==> src/rtl/tctb_pkg.sv <==
// ----------------------------------------------------------------------------
// tctb_pkg
// Shared types and codes for the character-cell text terminal buffer.
// ----------------------------------------------------------------------------
package tctb_pkg;

    // Event modes
    localparam logic [1:0] MODE_KEY  = 2'd0;
    localparam logic [1:0] MODE_CHAR = 2'd1;
    localparam logic [1:0] MODE_READ = 2'd2;

    // Cursor keys
    localparam logic [7:0] KEY_HOME   = 8'd0;
    localparam logic [7:0] KEY_END    = 8'd1;
    localparam logic [7:0] KEY_PGUP   = 8'd2;
    localparam logic [7:0] KEY_PGDN   = 8'd3;
    localparam logic [7:0] KEY_LEFT   = 8'd4;
    localparam logic [7:0] KEY_RIGHT  = 8'd5;
    localparam logic [7:0] KEY_UP     = 8'd6;
    localparam logic [7:0] KEY_DOWN   = 8'd7;
    localparam logic [7:0] KEY_DELETE = 8'd8;

    // Control characters
    localparam logic [7:0] CH_BACKSPACE = 8'h08;
    localparam logic [7:0] CH_TAB       = 8'h09;
    localparam logic [7:0] CH_LINEFEED  = 8'h0A;
    localparam logic [7:0] CH_RETURN    = 8'h0D;
    localparam logic [7:0] CH_ESCAPE    = 8'h1B;
    localparam logic [7:0] SPACE_CHAR   = 8'h20;

    // Configuration register indexes
    localparam logic REG_COLUMNS = 1'b0;
    localparam logic REG_ROWS    = 1'b1;

    localparam logic [7:0] RESET_COLUMNS = 8'd80;
    localparam logic [6:0] RESET_ROWS    = 7'd25;

    typedef struct packed {
        logic [1:0] mode;
        logic [7:0] code;
        logic [7:0] repeat_count;
        logic [6:0] read_column;
        logic [5:0] read_row;
    } req_t;

    typedef struct packed {
        logic [6:0] caret_column;
        logic [5:0] caret_row;
        logic [7:0] cell_value;
    } rsp_t;

    typedef struct packed {
        logic [7:0] columns_in_use;
        logic [6:0] rows_in_use;
    } cfg_t;

    typedef enum logic [2:0] {
        ST_CLEAR,
        ST_IDLE,
        ST_EXEC,
        ST_TAB,
        ST_DEL_START,
        ST_DEL_RUN,
        ST_DEL_TAIL,
        ST_READ_WAIT
    } state_t;

endpackage

==> src/rtl/tctb_ctrl.sv <==
// ----------------------------------------------------------------------------
// tctb_ctrl
// Event sequencer: caret, repeat loop, row delete, clear sweep, cell read.
// ----------------------------------------------------------------------------
module tctb_ctrl #(
    parameter int MAX_COLUMNS = 128,
    parameter int MAX_ROWS    = 64,
    parameter int TAB_STOP    = 8,
    parameter int DEPTH       = 8192,
    parameter int AW          = 13
) (
    input  logic            clk,
    input  logic            rst_n,
    input  logic            start,
    input  tctb_pkg::req_t  req,
    output logic            busy,
    output logic            done,
    output tctb_pkg::rsp_t  rsp,
    input  tctb_pkg::cfg_t  cfg,
    output logic            mem_we,
    output logic [AW-1:0]   mem_waddr,
    output logic [7:0]      mem_wdata,
    output logic            mem_re,
    output logic [AW-1:0]   mem_raddr,
    input  logic [7:0]      mem_rdata
);

    localparam int CW  = $clog2(MAX_COLUMNS);
    localparam int RW  = $clog2(MAX_ROWS);
    localparam int CNW = $clog2(MAX_COLUMNS + 1);
    localparam int RNW = $clog2(MAX_ROWS + 1);

    function automatic logic [MAX_COLUMNS-1:0] tab_mask_f();
        logic [MAX_COLUMNS-1:0] m;
        m = '0;
        for (int i = 0; i < MAX_COLUMNS; i++)
        begin
            m[i] = ((i % TAB_STOP) == 0);
        end
        return m;
    endfunction

    // bit c set when column c is a tab stop
    localparam logic [MAX_COLUMNS-1:0] TAB_MASK = tab_mask_f();

    function automatic logic [AW-1:0] cell_addr(input logic [CW-1:0] col,
                                                 input logic [RW-1:0] row);
        return AW'(AW'(row) * AW'(MAX_COLUMNS) + AW'(col));
    endfunction

    tctb_pkg::state_t state_reg, state_next;
    tctb_pkg::req_t   req_reg, req_next;
    tctb_pkg::rsp_t   rsp_reg, rsp_next;
    logic [CW-1:0]    caret_col_reg, caret_col_next;
    logic [RW-1:0]    caret_row_reg, caret_row_next;
    logic [7:0]       rep_cnt_reg, rep_cnt_next;
    logic [CW-1:0]    dx_reg, dx_next;
    logic [7:0]       cell_reg, cell_next;
    logic [AW-1:0]    clr_addr_reg, clr_addr_next;
    logic             clr_ret_reg, clr_ret_next;
    logic             done_reg, done_next;

    logic [CNW-1:0]   cols_eff;
    logic [RNW-1:0]   rows_eff;
    logic [CW-1:0]    col_last;
    logic [RW-1:0]    row_last;
    logic [CNW-1:0]   col_inc;
    logic             col_at_end;
    logic [RNW-1:0]   row_inc;
    logic             row_wrap;
    logic [RW-1:0]    row_step;
    logic [CW-1:0]    col_adv;
    logic [RW-1:0]    row_adv;
    logic [CNW-1:0]   dx_plus2;
    logic             read_in_range;

    // size registers saturated into 1..MAX
    always_comb
    begin
        if (9'(cfg.columns_in_use) > 9'(MAX_COLUMNS))
            cols_eff = CNW'(MAX_COLUMNS);
        else if (cfg.columns_in_use == 8'd0)
            cols_eff = CNW'(1);
        else
            cols_eff = CNW'(cfg.columns_in_use);

        if (8'(cfg.rows_in_use) > 8'(MAX_ROWS))
            rows_eff = RNW'(MAX_ROWS);
        else if (cfg.rows_in_use == 7'd0)
            rows_eff = RNW'(1);
        else
            rows_eff = RNW'(cfg.rows_in_use);
    end

    assign col_last   = CW'(cols_eff - CNW'(1));
    assign row_last   = RW'(rows_eff - RNW'(1));
    assign col_inc    = CNW'(caret_col_reg) + CNW'(1);
    assign col_at_end = (col_inc >= cols_eff);
    assign row_inc    = RNW'(caret_row_reg) + RNW'(1);
    assign row_wrap   = (row_inc >= rows_eff);
    assign row_step   = row_wrap ? '0 : RW'(row_inc);
    assign col_adv    = col_at_end ? '0 : CW'(col_inc);
    assign row_adv    = col_at_end ? row_step : caret_row_reg;
    assign dx_plus2   = CNW'(dx_reg) + CNW'(2);
    assign read_in_range = (9'(req_reg.read_column) < 9'(cols_eff)) &&
                           (8'(req_reg.read_row) < 8'(rows_eff));

    always_comb
    begin
        state_next     = state_reg;
        req_next       = req_reg;
        rsp_next       = rsp_reg;
        caret_col_next = caret_col_reg;
        caret_row_next = caret_row_reg;
        rep_cnt_next   = rep_cnt_reg;
        dx_next        = dx_reg;
        cell_next      = cell_reg;
        clr_addr_next  = clr_addr_reg;
        clr_ret_next   = clr_ret_reg;
        done_next      = 1'b0;
        mem_we         = 1'b0;
        mem_waddr      = cell_addr(caret_col_reg, caret_row_reg);
        mem_wdata      = tctb_pkg::SPACE_CHAR;
        mem_re         = 1'b0;
        mem_raddr      = cell_addr(CW'(col_inc), caret_row_reg);

        unique case (state_reg)
            tctb_pkg::ST_CLEAR:
            begin
                mem_we    = 1'b1;
                mem_waddr = clr_addr_reg;
                if (clr_addr_reg == AW'(DEPTH - 1))
                begin
                    clr_ret_next = 1'b0;
                    state_next   = clr_ret_reg ? tctb_pkg::ST_EXEC : tctb_pkg::ST_IDLE;
                end
                else
                begin
                    clr_addr_next = clr_addr_reg + AW'(1);
                end
            end

            tctb_pkg::ST_IDLE:
            begin
                if (start)
                begin
                    req_next  = req;
                    cell_next = 8'd0;
                    // caret pulled back inside a shrunken screen
                    if (CNW'(caret_col_reg) >= cols_eff)
                        caret_col_next = col_last;
                    if (RNW'(caret_row_reg) >= rows_eff)
                        caret_row_next = row_last;
                    rep_cnt_next = (req.mode == tctb_pkg::MODE_CHAR) ? req.repeat_count
                                                                     : 8'd1;
                    state_next   = tctb_pkg::ST_EXEC;
                end
            end

            tctb_pkg::ST_EXEC:
            begin
                if (rep_cnt_reg == 8'd0)
                begin
                    done_next = 1'b1;
                    rsp_next  = '{caret_column: 7'(caret_col_reg),
                                  caret_row:    6'(caret_row_reg),
                                  cell_value:   cell_reg};
                    state_next = tctb_pkg::ST_IDLE;
                end
                else
                begin
                    rep_cnt_next = rep_cnt_reg - 8'd1;
                    unique case (req_reg.mode)
                        tctb_pkg::MODE_KEY:
                        begin
                            unique case (req_reg.code)
                                tctb_pkg::KEY_HOME:   caret_col_next = '0;
                                tctb_pkg::KEY_END:    caret_col_next = col_last;
                                tctb_pkg::KEY_PGUP:   caret_row_next = '0;
                                tctb_pkg::KEY_PGDN:   caret_row_next = row_last;
                                tctb_pkg::KEY_LEFT:
                                begin
                                    if (caret_col_reg != '0)
                                        caret_col_next = caret_col_reg - CW'(1);
                                end
                                tctb_pkg::KEY_RIGHT:
                                begin
                                    if (!col_at_end)
                                        caret_col_next = CW'(col_inc);
                                end
                                tctb_pkg::KEY_UP:
                                begin
                                    if (caret_row_reg != '0)
                                        caret_row_next = caret_row_reg - RW'(1);
                                end
                                tctb_pkg::KEY_DOWN:
                                begin
                                    if (!row_wrap)
                                        caret_row_next = RW'(row_inc);
                                end
                                tctb_pkg::KEY_DELETE: state_next = tctb_pkg::ST_DEL_START;
                                default: ;
                            endcase
                        end

                        tctb_pkg::MODE_CHAR:
                        begin
                            unique case (req_reg.code)
                                tctb_pkg::CH_BACKSPACE:
                                begin
                                    if (caret_col_reg != '0)
                                    begin
                                        caret_col_next = caret_col_reg - CW'(1);
                                        state_next     = tctb_pkg::ST_DEL_START;
                                    end
                                end
                                tctb_pkg::CH_TAB:      state_next = tctb_pkg::ST_TAB;
                                tctb_pkg::CH_LINEFEED: caret_row_next = row_step;
                                tctb_pkg::CH_RETURN:
                                begin
                                    caret_col_next = '0;
                                    caret_row_next = row_step;
                                end
                                tctb_pkg::CH_ESCAPE:
                                begin
                                    // repeats of escape change nothing more
                                    caret_col_next = '0;
                                    caret_row_next = '0;
                                    rep_cnt_next   = 8'd0;
                                    clr_addr_next  = '0;
                                    clr_ret_next   = 1'b1;
                                    state_next     = tctb_pkg::ST_CLEAR;
                                end
                                default:
                                begin
                                    mem_we         = 1'b1;
                                    mem_wdata      = req_reg.code;
                                    caret_col_next = col_adv;
                                    caret_row_next = row_adv;
                                end
                            endcase
                        end

                        tctb_pkg::MODE_READ:
                        begin
                            if (read_in_range)
                            begin
                                mem_re     = 1'b1;
                                mem_raddr  = cell_addr(CW'(req_reg.read_column),
                                                       RW'(req_reg.read_row));
                                state_next = tctb_pkg::ST_READ_WAIT;
                            end
                            else
                            begin
                                cell_next = tctb_pkg::SPACE_CHAR;
                            end
                        end

                        default: ;
                    endcase
                end
            end

            tctb_pkg::ST_TAB:
            begin
                mem_we         = 1'b1;
                caret_col_next = col_adv;
                caret_row_next = row_adv;
                if (TAB_MASK[col_adv])
                    state_next = tctb_pkg::ST_EXEC;
            end

            tctb_pkg::ST_DEL_START:
            begin
                dx_next = caret_col_reg;
                if (!col_at_end)
                begin
                    mem_re     = 1'b1;
                    state_next = tctb_pkg::ST_DEL_RUN;
                end
                else
                begin
                    state_next = tctb_pkg::ST_DEL_TAIL;
                end
            end

            tctb_pkg::ST_DEL_RUN:
            begin
                // cell dx takes cell dx+1, read in the cycle before
                mem_we    = 1'b1;
                mem_waddr = cell_addr(dx_reg, caret_row_reg);
                mem_wdata = mem_rdata;
                if (dx_plus2 < cols_eff)
                begin
                    mem_re    = 1'b1;
                    mem_raddr = cell_addr(CW'(dx_plus2), caret_row_reg);
                    dx_next   = dx_reg + CW'(1);
                end
                else
                begin
                    state_next = tctb_pkg::ST_DEL_TAIL;
                end
            end

            tctb_pkg::ST_DEL_TAIL:
            begin
                mem_we     = 1'b1;
                mem_waddr  = cell_addr(col_last, caret_row_reg);
                state_next = tctb_pkg::ST_EXEC;
            end

            tctb_pkg::ST_READ_WAIT:
            begin
                cell_next  = mem_rdata;
                state_next = tctb_pkg::ST_EXEC;
            end

            default: state_next = tctb_pkg::ST_IDLE;
        endcase
    end

    always_ff @(posedge clk or negedge rst_n)
    begin
        if (!rst_n)
        begin
            state_reg     <= tctb_pkg::ST_CLEAR;
            caret_col_reg <= '0;
            caret_row_reg <= '0;
            rep_cnt_reg   <= '0;
            clr_addr_reg  <= '0;
            clr_ret_reg   <= 1'b0;
            done_reg      <= 1'b0;
        end
        else
        begin
            state_reg     <= state_next;
            caret_col_reg <= caret_col_next;
            caret_row_reg <= caret_row_next;
            rep_cnt_reg   <= rep_cnt_next;
            clr_addr_reg  <= clr_addr_next;
            clr_ret_reg   <= clr_ret_next;
            done_reg      <= done_next;
        end
    end

    always_ff @(posedge clk)
    begin
        req_reg  <= req_next;
        rsp_reg  <= rsp_next;
        dx_reg   <= dx_next;
        cell_reg <= cell_next;
    end

    assign busy = (state_reg != tctb_pkg::ST_IDLE);
    assign done = done_reg;
    assign rsp  = rsp_reg;

endmodule

==> config.mk <==
export PLATFORM = sky130hd
export DESIGN_NAME = tctb_ctrl
export DESIGN_NICKNAME = d
export VERILOG_FILES = /design/src/rtl/tctb_pkg.sv /design/src/rtl/tctb_ctrl.sv
export SDC_FILE = /design/constraint.sdc
export NUM_CORES = 1
export LEC_CHECK = 0
export BUFFER_PORTS_ARGS = -buffer_cell sky130_fd_sc_hd__buf_2
export CAP_MARGIN = 10
export CORE_UTILIZATION = 53
export CTS_CLUSTER_SIZE = 16
export DETAILED_ROUTE_END_ITERATION = 8
export GPL_ROUTABILITY_DRIVEN = 0
export PLACE_DENSITY = 0.77
export REMOVE_ABC_BUFFERS = 1
export SLEW_MARGIN = 20
export SYNTH_ARGS = -nofsm -noshare
export SYNTH_HDL_FRONTEND = slang
export SYNTH_SLANG_ARGS = --single-unit
==> constraint.sdc <==
create_clock -name clk -period 5.95 [get_ports clk]
set_input_delay 1.19 -clock clk [delete_from_list [all_inputs] [get_ports clk]]
set_output_delay 1.19 -clock clk [all_outputs]
set_load 0.01 [all_outputs]
==> summary.txt, run 1 <==
Timing
  – RSZ-0062 raised after global routing: no
  – Slew Limit Headroom: 30.63%
  – Fin crit share: 90.04%
  – Max Freq: 0.1867 GHz
  – Final setup TNS: 0 ps
  – Hold_ws: 419.3 ps
  – Final min period: 5357 ps
  – Worst-Margin Slew: 1033 ps
  – Final Hold Vio Count: 0
  – Final Setup Violations: 0
  – Clk_skew: 9.046 ps
  – Fin. max-slew vios: 0

Detailed routing
  – Final WL: 24.30 mm
  – DRC Markers: 0
  – Post-DRT Antenna Nets: 0
  – WL per Instance: 20.39 um
  – Routed vias: 7991
  – TritonRoute pass-1 iters: 6
  – DR iter-0 viols: 1027
  – Vias per cell: 6.704

Finish
  – Layout cell share with drive strength beyond 1: 16.47%
  – Nets@finish: 1122
  – Most frequent cells in the layout: buf_2 (115), nand2_1 (94), o21ai_0 (80), ha_1 (62), edfxtp_1 (59)
  – Cell area after layout: 8874 um^2
  – Synth-to-Final Area Change: 12.38%
  – Non-Filler Instances: 1192
  – Fillers: 1295
  – Multi-input gate area: 4842 um^2
  – Max FFs per register: 23
  – Commonest non-fill, non-tap cell in the layout: buf_2
  – Antenna diodes: 0
  – Register Area: 2748 um^2
  – Finished Core Util: 61.05%

Pwr
  – Pleak: 0.003676 uW
  – Pwr/cell area: 457.9 nW/um^2
  – Max VDD drop: 256.5 uV

Clock tree
  – TritonCTS clock tree: yes
  – CTS buffer count: 9
  – Post-CTS setup buffer count: 0
  – Clock slew at reported path FFs: 60 ps
  – Hold Buf Count CTS: 0
  – Worst-skew pair later-pin latency: 360 ps
  – CTS resizes: 0
  – Clk root buf: clkbuf_16
  – CTS sink count: 98
  – H-Tree Depth: 3
  – Max clock buf depth: 2

Floorplanning
  – Rows: 44
  – Initial core utilization: 54.33%
  – Die area: 15390 um^2
  – Chip height: 124.1 um
  – Core box area: 14530 um^2
  – Die X: 124.1 um
  – I/O Pins: 116

Worst setup path
  – Slowest stage cell on the critical path: nor3_2
  – Arrival @ worst endpoint: 4170 ps
  – Crit Path Max Fanout: 11
  – R2r setup slk: 1600 ps
  – Setup Crit Path Kind: in -> out
  – Worst R2R Path Depth: 10
  – CP bufs+invs: 3
  – CP max stage delay: 650 ps
  – Worst path required time: 4760 ps
  – Startpoint Class: input port
  – CP delay by family, top: simple AND/OR/NAND/NOR gates
  – Crit path cell chain: buf_2 -> clkinv_1 -> nand2_1 -> ha_1 -> a211oi_1 -> o21ai_0 -> o211ai_1 -> o211ai_1 -> nor3_2 -> mux2i_1 -> o21ai_1 -> buf_2
  – RR Endpoint: caret_col_reg[5]$_DFFE_PN0P_
  – Worst R2R Start: caret_col_reg[0]$_DFFE_PN0P_
  – Critical path capture point type: output port

Global route
  – First-pass GRT wire length: 37.83 mm
  – Largest net degree at the start of global routing: 40
  – Tot GR Track Use: 32.30%
  – Number of global-route vias before repair: 7164
  – Initial antenna violation count: 1
  – Global route overflow: 0

Flow run
  – Max-cap check violation count: 0

Worst hold path
  – Hold EP: rsp[5]$_DFFE_PP_
  – Worst hold start: cell_reg[5]$_DFFE_PP_
  – Hold depth: 0
  – HP Class: reg -> reg

Yosys
  – FFs w/ async S/R, synth: 39.80%
  – Ys flop type: edfxtp_1
  – Register area share after synthesis: 34.80%
  – Number of synthesized flops with an enable pin: 59
  – Count of cell types in the netlist: 78
  – Synth Instances: 916
  – Register bit count reported by yosys: 98
  – Avg Cell Area, Syn: 8.620 um^2
  – Yosys warning count: 0
  – Synthesized cell area: 7896 um^2

Place
  – Placed insts: 1176
  – Dpl hpwl: 17.84 mm
  – Port bufs: 115
  – Placed instance area: 8584 um^2

Outcome
  – Outcome: completed
-- report_power, final --
group	total (uW)	switching [uW]	internal (uW)
clock	540	259	282
sequential	1180	289	891
combinational	2340	1450	894
total	4060	2000	2070
-- cell usage after synthesis, types with 6 or more instances --
cell type   n  area (um^2)
edfxtp_1   59         1772
a22o_1      7        61.31
nor3b_1     7        52.55
nor2b_1    11        68.82
o21ai_0    80        400.4
ha_1       62        775.7
a21o_1     12        90.09
a211oi_1   13        97.59
nand4_1    10        62.56
a22oi_1    19        142.6
o21ai_1    25        125.1
inv_1      29        108.9
and3_1     15        93.84
nand3_1    33        165.2
xor2_1      9        78.83
clkbuf_1   41        153.9
mux2_4      6        90.09
dfrtp_1    39        975.9
nand2b_1   12        75.07
mux2i_1    10        100.1
o31ai_1    13        97.59
a21oi_1    58        290.3
xnor2_1    19        166.4
a31oi_1    10        62.56
nor2_1     59        221.5
nor4_1     12        75.07
nor3_1     30        150.1
o22ai_1    12        75.07
and2_1      9        56.30
nand2_1    94        352.8
-- cells by family after synthesis --
logic type | synth area share (%)
AOI/OAI and AO/OA | 24.34
and+or+nand+nor | 20.54
buffers and inverters | 4.135
xor gates and xnor gates | 3.106
DFF | 34.80
muxes | 3.264
adders and majority gates | 9.824
-- routing by layer --
layer | GRT usage, % | vias up | part of all wire [%]
met5 | 0 | - | 0
met4 | 16.52 | 0 | 4.3
met3 | 6.227 | 97 | 11
met2 | 47.41 | 528 | 44
met1 | 44.99 | 3718 | 42
li1 | - | 3648 | -
-- how the worst max path moves through the flow --
stage | startpoint | endpoint | slack (ps) | cells past startpoint
finish | cfg[14] | mem_raddr[4] | 590 | 12
global route | cfg[14] | mem_raddr[4] | 410 | 12
CTS | cfg[14] | mem_raddr[4] | 670 | 12
global placement | cfg[14] | mem_raddr[6] | 850 | 12
floorplan | cfg[14] | mem_raddr[10] | 1170 | 9
detailed placement | cfg[14] | mem_raddr[4] | 660 | 12
-- stage by stage --
step                setup slack [ps]  total power (uW)
floorplan                       1174              2639
global placement               854.7              3408
detailed placement             655.7              3439
CTS                            667.9              3991
global route                   407.6              4340
finish                         592.6              4063
-- layout make-up --
type / instances / share of cell area (%)
repair buffers: 126 / 7.417
multi-input cells: 735 / 54.57
inverters: 33 / 1.396
clock inverters: 7 / 0.5217
clock buffers: 9 / 2.538
flip-flops and latches: 98 / 30.96
well taps: 184 / 2.594
Note: power is estimated with default switching activity, not from simulation.
==> inputs of run 2 (changes only) <==
Settings changed: RECOVER_POWER set to 100.
==> run 2 against run 1 <==
The flow now finishes with violations (capacitance limit, slew limit). Clock power about the same. Global-route usage unchanged. Routed wire length up 0.40%. Sequential power about the same. Setup slack worse by 8.1 ps. Maximum frequency down 0.15%. Critical path depth unchanged. Final cell count about the same. Sequential share of layout area up 0.50 points. Register-to-register slack about the same. Critical path type unchanged. Largest cell class unchanged. Largest power group unchanged.
==> summary.txt, run 2 (synthesis gave the netlist of run 1 again) <==
Timing
  – Final Hold Vio Count: 0 (unchanged)
  – Slew Limit Headroom: -58.55% (-89 points)
  – Fin. max-slew vios: 74 (+74)
  – Final min period: 5365 ps (+8.071 ps)
  – RSZ-0062 raised after global routing: no
  – Max Freq: 0.1864 GHz (-0.15%)
  – Fin crit share: 90.18% (+0.14 points)
  – Final setup TNS: 0 ps (unchanged)
  – Clk_skew: 7.213 ps (-1.833 ps)
  – Worst-Margin Slew: 2378 ps (+1346 ps)
  – Final Setup Violations: 0 (unchanged)

Finish
  – Commonest non-fill, non-tap cell in the layout: nand2_1
  – Max FFs per register: 23 (unchanged)
  – Finished Core Util: 60.08% (-0.97 points)
  – Non-Filler Instances: 1193 (+0.084%)
  – Synth-to-Final Area Change: 10.58%
  – Most frequent cells in the layout: nand2_1 (94), o21ai_0 (88), ha_1 (62), clkbuf_1 (61)
  – Layout cell share with drive strength beyond 1: 9.325% (-7.1 points)
  – Nets@finish: 1122 (unchanged)

Floorplanning
  – Die X: 124.1 um (unchanged)
  – Die area: 15390 um^2 (unchanged)
  – Core box area: 14530 um^2 (unchanged)
  – Initial core utilization: 54.33% (unchanged)
  – I/O Pins: 116 (unchanged)
  – Rows: 44 (unchanged)
  – Chip height: 124.1 um (unchanged)

Worst setup path
  – CP delay by family, top: simple AND/OR/NAND/NOR gates
  – Worst path required time: 4760 ps (about the same)
  – Critical path capture point type: output port
  – Slowest stage cell on the critical path: nor3_2
  – Arrival @ worst endpoint: 4180 ps (about the same)
  – Crit Path Max Fanout: 11 (unchanged)
  – Startpoint Class: input port
  – CP bufs+invs: 3 (unchanged)
  – CP max stage delay: 640 ps (about the same)
  – Most used cell, CP: o211ai_1
  – Crit path cell chain: buf_2 -> clkinv_1 -> nand2_1 -> ha_1 -> a211oi_1 -> o21ai_0 -> o211ai_1 -> o211ai_1 -> nor3_2 -> mux2i_1 -> o21ai_1 -> clkbuf_1
  – Setup Crit Path Kind: in -> out

Global route
  – Number of global-route vias before repair: 7164 (unchanged)
  – Global route overflow: 0 (unchanged)
  – Initial antenna violation count: 1 (unchanged)
  – Largest net degree at the start of global routing: 40 (unchanged)
  – First-pass GRT wire length: 37.83 mm (unchanged)
  – Tot GR Track Use: 32.30% (unchanged)

Clock tree
  – H-Tree Depth: 3 (unchanged)
  – CTS resizes: 0 (unchanged)
  – CTS buffer count: 9 (unchanged)
  – Clock slew at reported path FFs: 60 ps (about the same)
  – Post-CTS setup buffer count: 0 (unchanged)
  – Worst-skew pair later-pin latency: 360 ps (about the same)
  – Clk root buf: clkbuf_16
  – Hold Buf Count CTS: 0 (unchanged)
  – CTS sink count: 98 (unchanged)
  – Max clock buf depth: 2 (unchanged)
  – TritonCTS clock tree: yes

Outcome
  – Outcome: complete, but fails checks
  – Failing checks: capacitance limit, slew limit

Detailed routing
  – Post-DRT Antenna Nets: 0 (unchanged)
  – DRC Markers: 0 (unchanged)
  – Final WL: 24.40 mm (+0.40%)
  – DR iter-0 viols: 931 (-9.3%)
  – Vias per cell: 6.698 (about the same)
  – Routed vias: 7991 (unchanged)
  – TritonRoute pass-1 iters: 6 (unchanged)
  – WL per Instance: 20.45 um (+0.31%)

Pwr
  – Pleak: 0.003444 uW (-6.3%)
  – Pwr/cell area: 455.6 nW/um^2 (-0.51%)
  – Gate power share: 56.7% (-1.0 points)
  – Pint: 1988 uW (-3.8%)
  – Flop pwr share: 29.7% (+0.7 points)
  – Clk network pwr share: 13.6% (+0.3 points)
  – Switching Fraction: 50.02% (+0.88 points)
  – NetSw: 1990 uW (-0.34%)
  – Max VDD drop: 255.5 uV (-0.39%)

Worst hold path
  – HP Class: reg -> reg

Place
  – Dpl hpwl: 17.84 mm (unchanged)
  – Port bufs: 115 (unchanged)
  – Placed insts: 1176 (unchanged)

Flow run
  – Max-cap check violation count: 4 (+4)
run 2: cell types whose count changed in the layout (fill, tap and decap cells not counted), moves of 5 or more:
cell	before	now
o21ai_1	25	17
and2_1	9	4
o21ai_0	80	88
mux2_4	6	0
buf_2	115	58
and2_0	1	6
clkbuf_1	0	61
mux2_1	1	7
run 2: path summary, 6_finish.rpt:
check,from,end,slack [ps],cells after the start
worst max-delay path,cfg[14],mem_raddr[4],580,12
worst min-delay path,cell_reg[5]$_DFFE_PP_,rsp[5]$_DFFE_PP_,420,0
worst max register to register,caret_col_reg[0]$_DFFE_PN0P_,caret_col_reg[5]$_DFFE_PN0P_,1600,10
worst min register to register,cell_reg[5]$_DFFE_PP_,rsp[5]$_DFFE_PP_,420,0
max in group asynchronous,rst_n,clr_addr_reg[3]$_DFFE_PN0P_,3040,1
min in group asynchronous,rst_n,done$_DFF_PN0_,1550,1
run 2: through the flow:
stage	setup WS [ps]	instance area [um^2]	hold WS, ps	total power [uW]
floorplan	1174	7694	400.3	2639
global placement	854.7	8584	401.9	3408
detailed placement	655.7	8584	406.2	3439
CTS	667.9	8856	421.1	3991
global route	381.1	8730	430.1	4248
finish	584.5	8732	419.7	3978
run 2: layout make-up:
cell class,count,area (um^2)
multi-input combinational,735,4785
clock inverter,7,46.29
antenna,1,2.502
tap,184,230.2
sequential,98,2748
fill,1335,5802
inverter,33,123.9
timing repair buffer,126,571.8
clock buffer,9,225.2
run 2: power by group through the flow:
stage	Clock, uW	Sequential [uW]	Combinational (uW)
3_5_place_dp	0	1180	2260
3_3_place_gp	0	1180	2230
2_1_floorplan	0	1110	1530
4_1_cts	548	1170	2280
6_report	541	1180	2260
5_1_grt	576	1200	2470
run 2: routing by layer:
layer	global-route usage [%]	share of wire, %	vias up
li1	-	-	3655
met1	44.99	41	3664
met2	47.41	43	563
met3	6.227	11	109
met4	16.52	4.5	0
met5	0	0	-
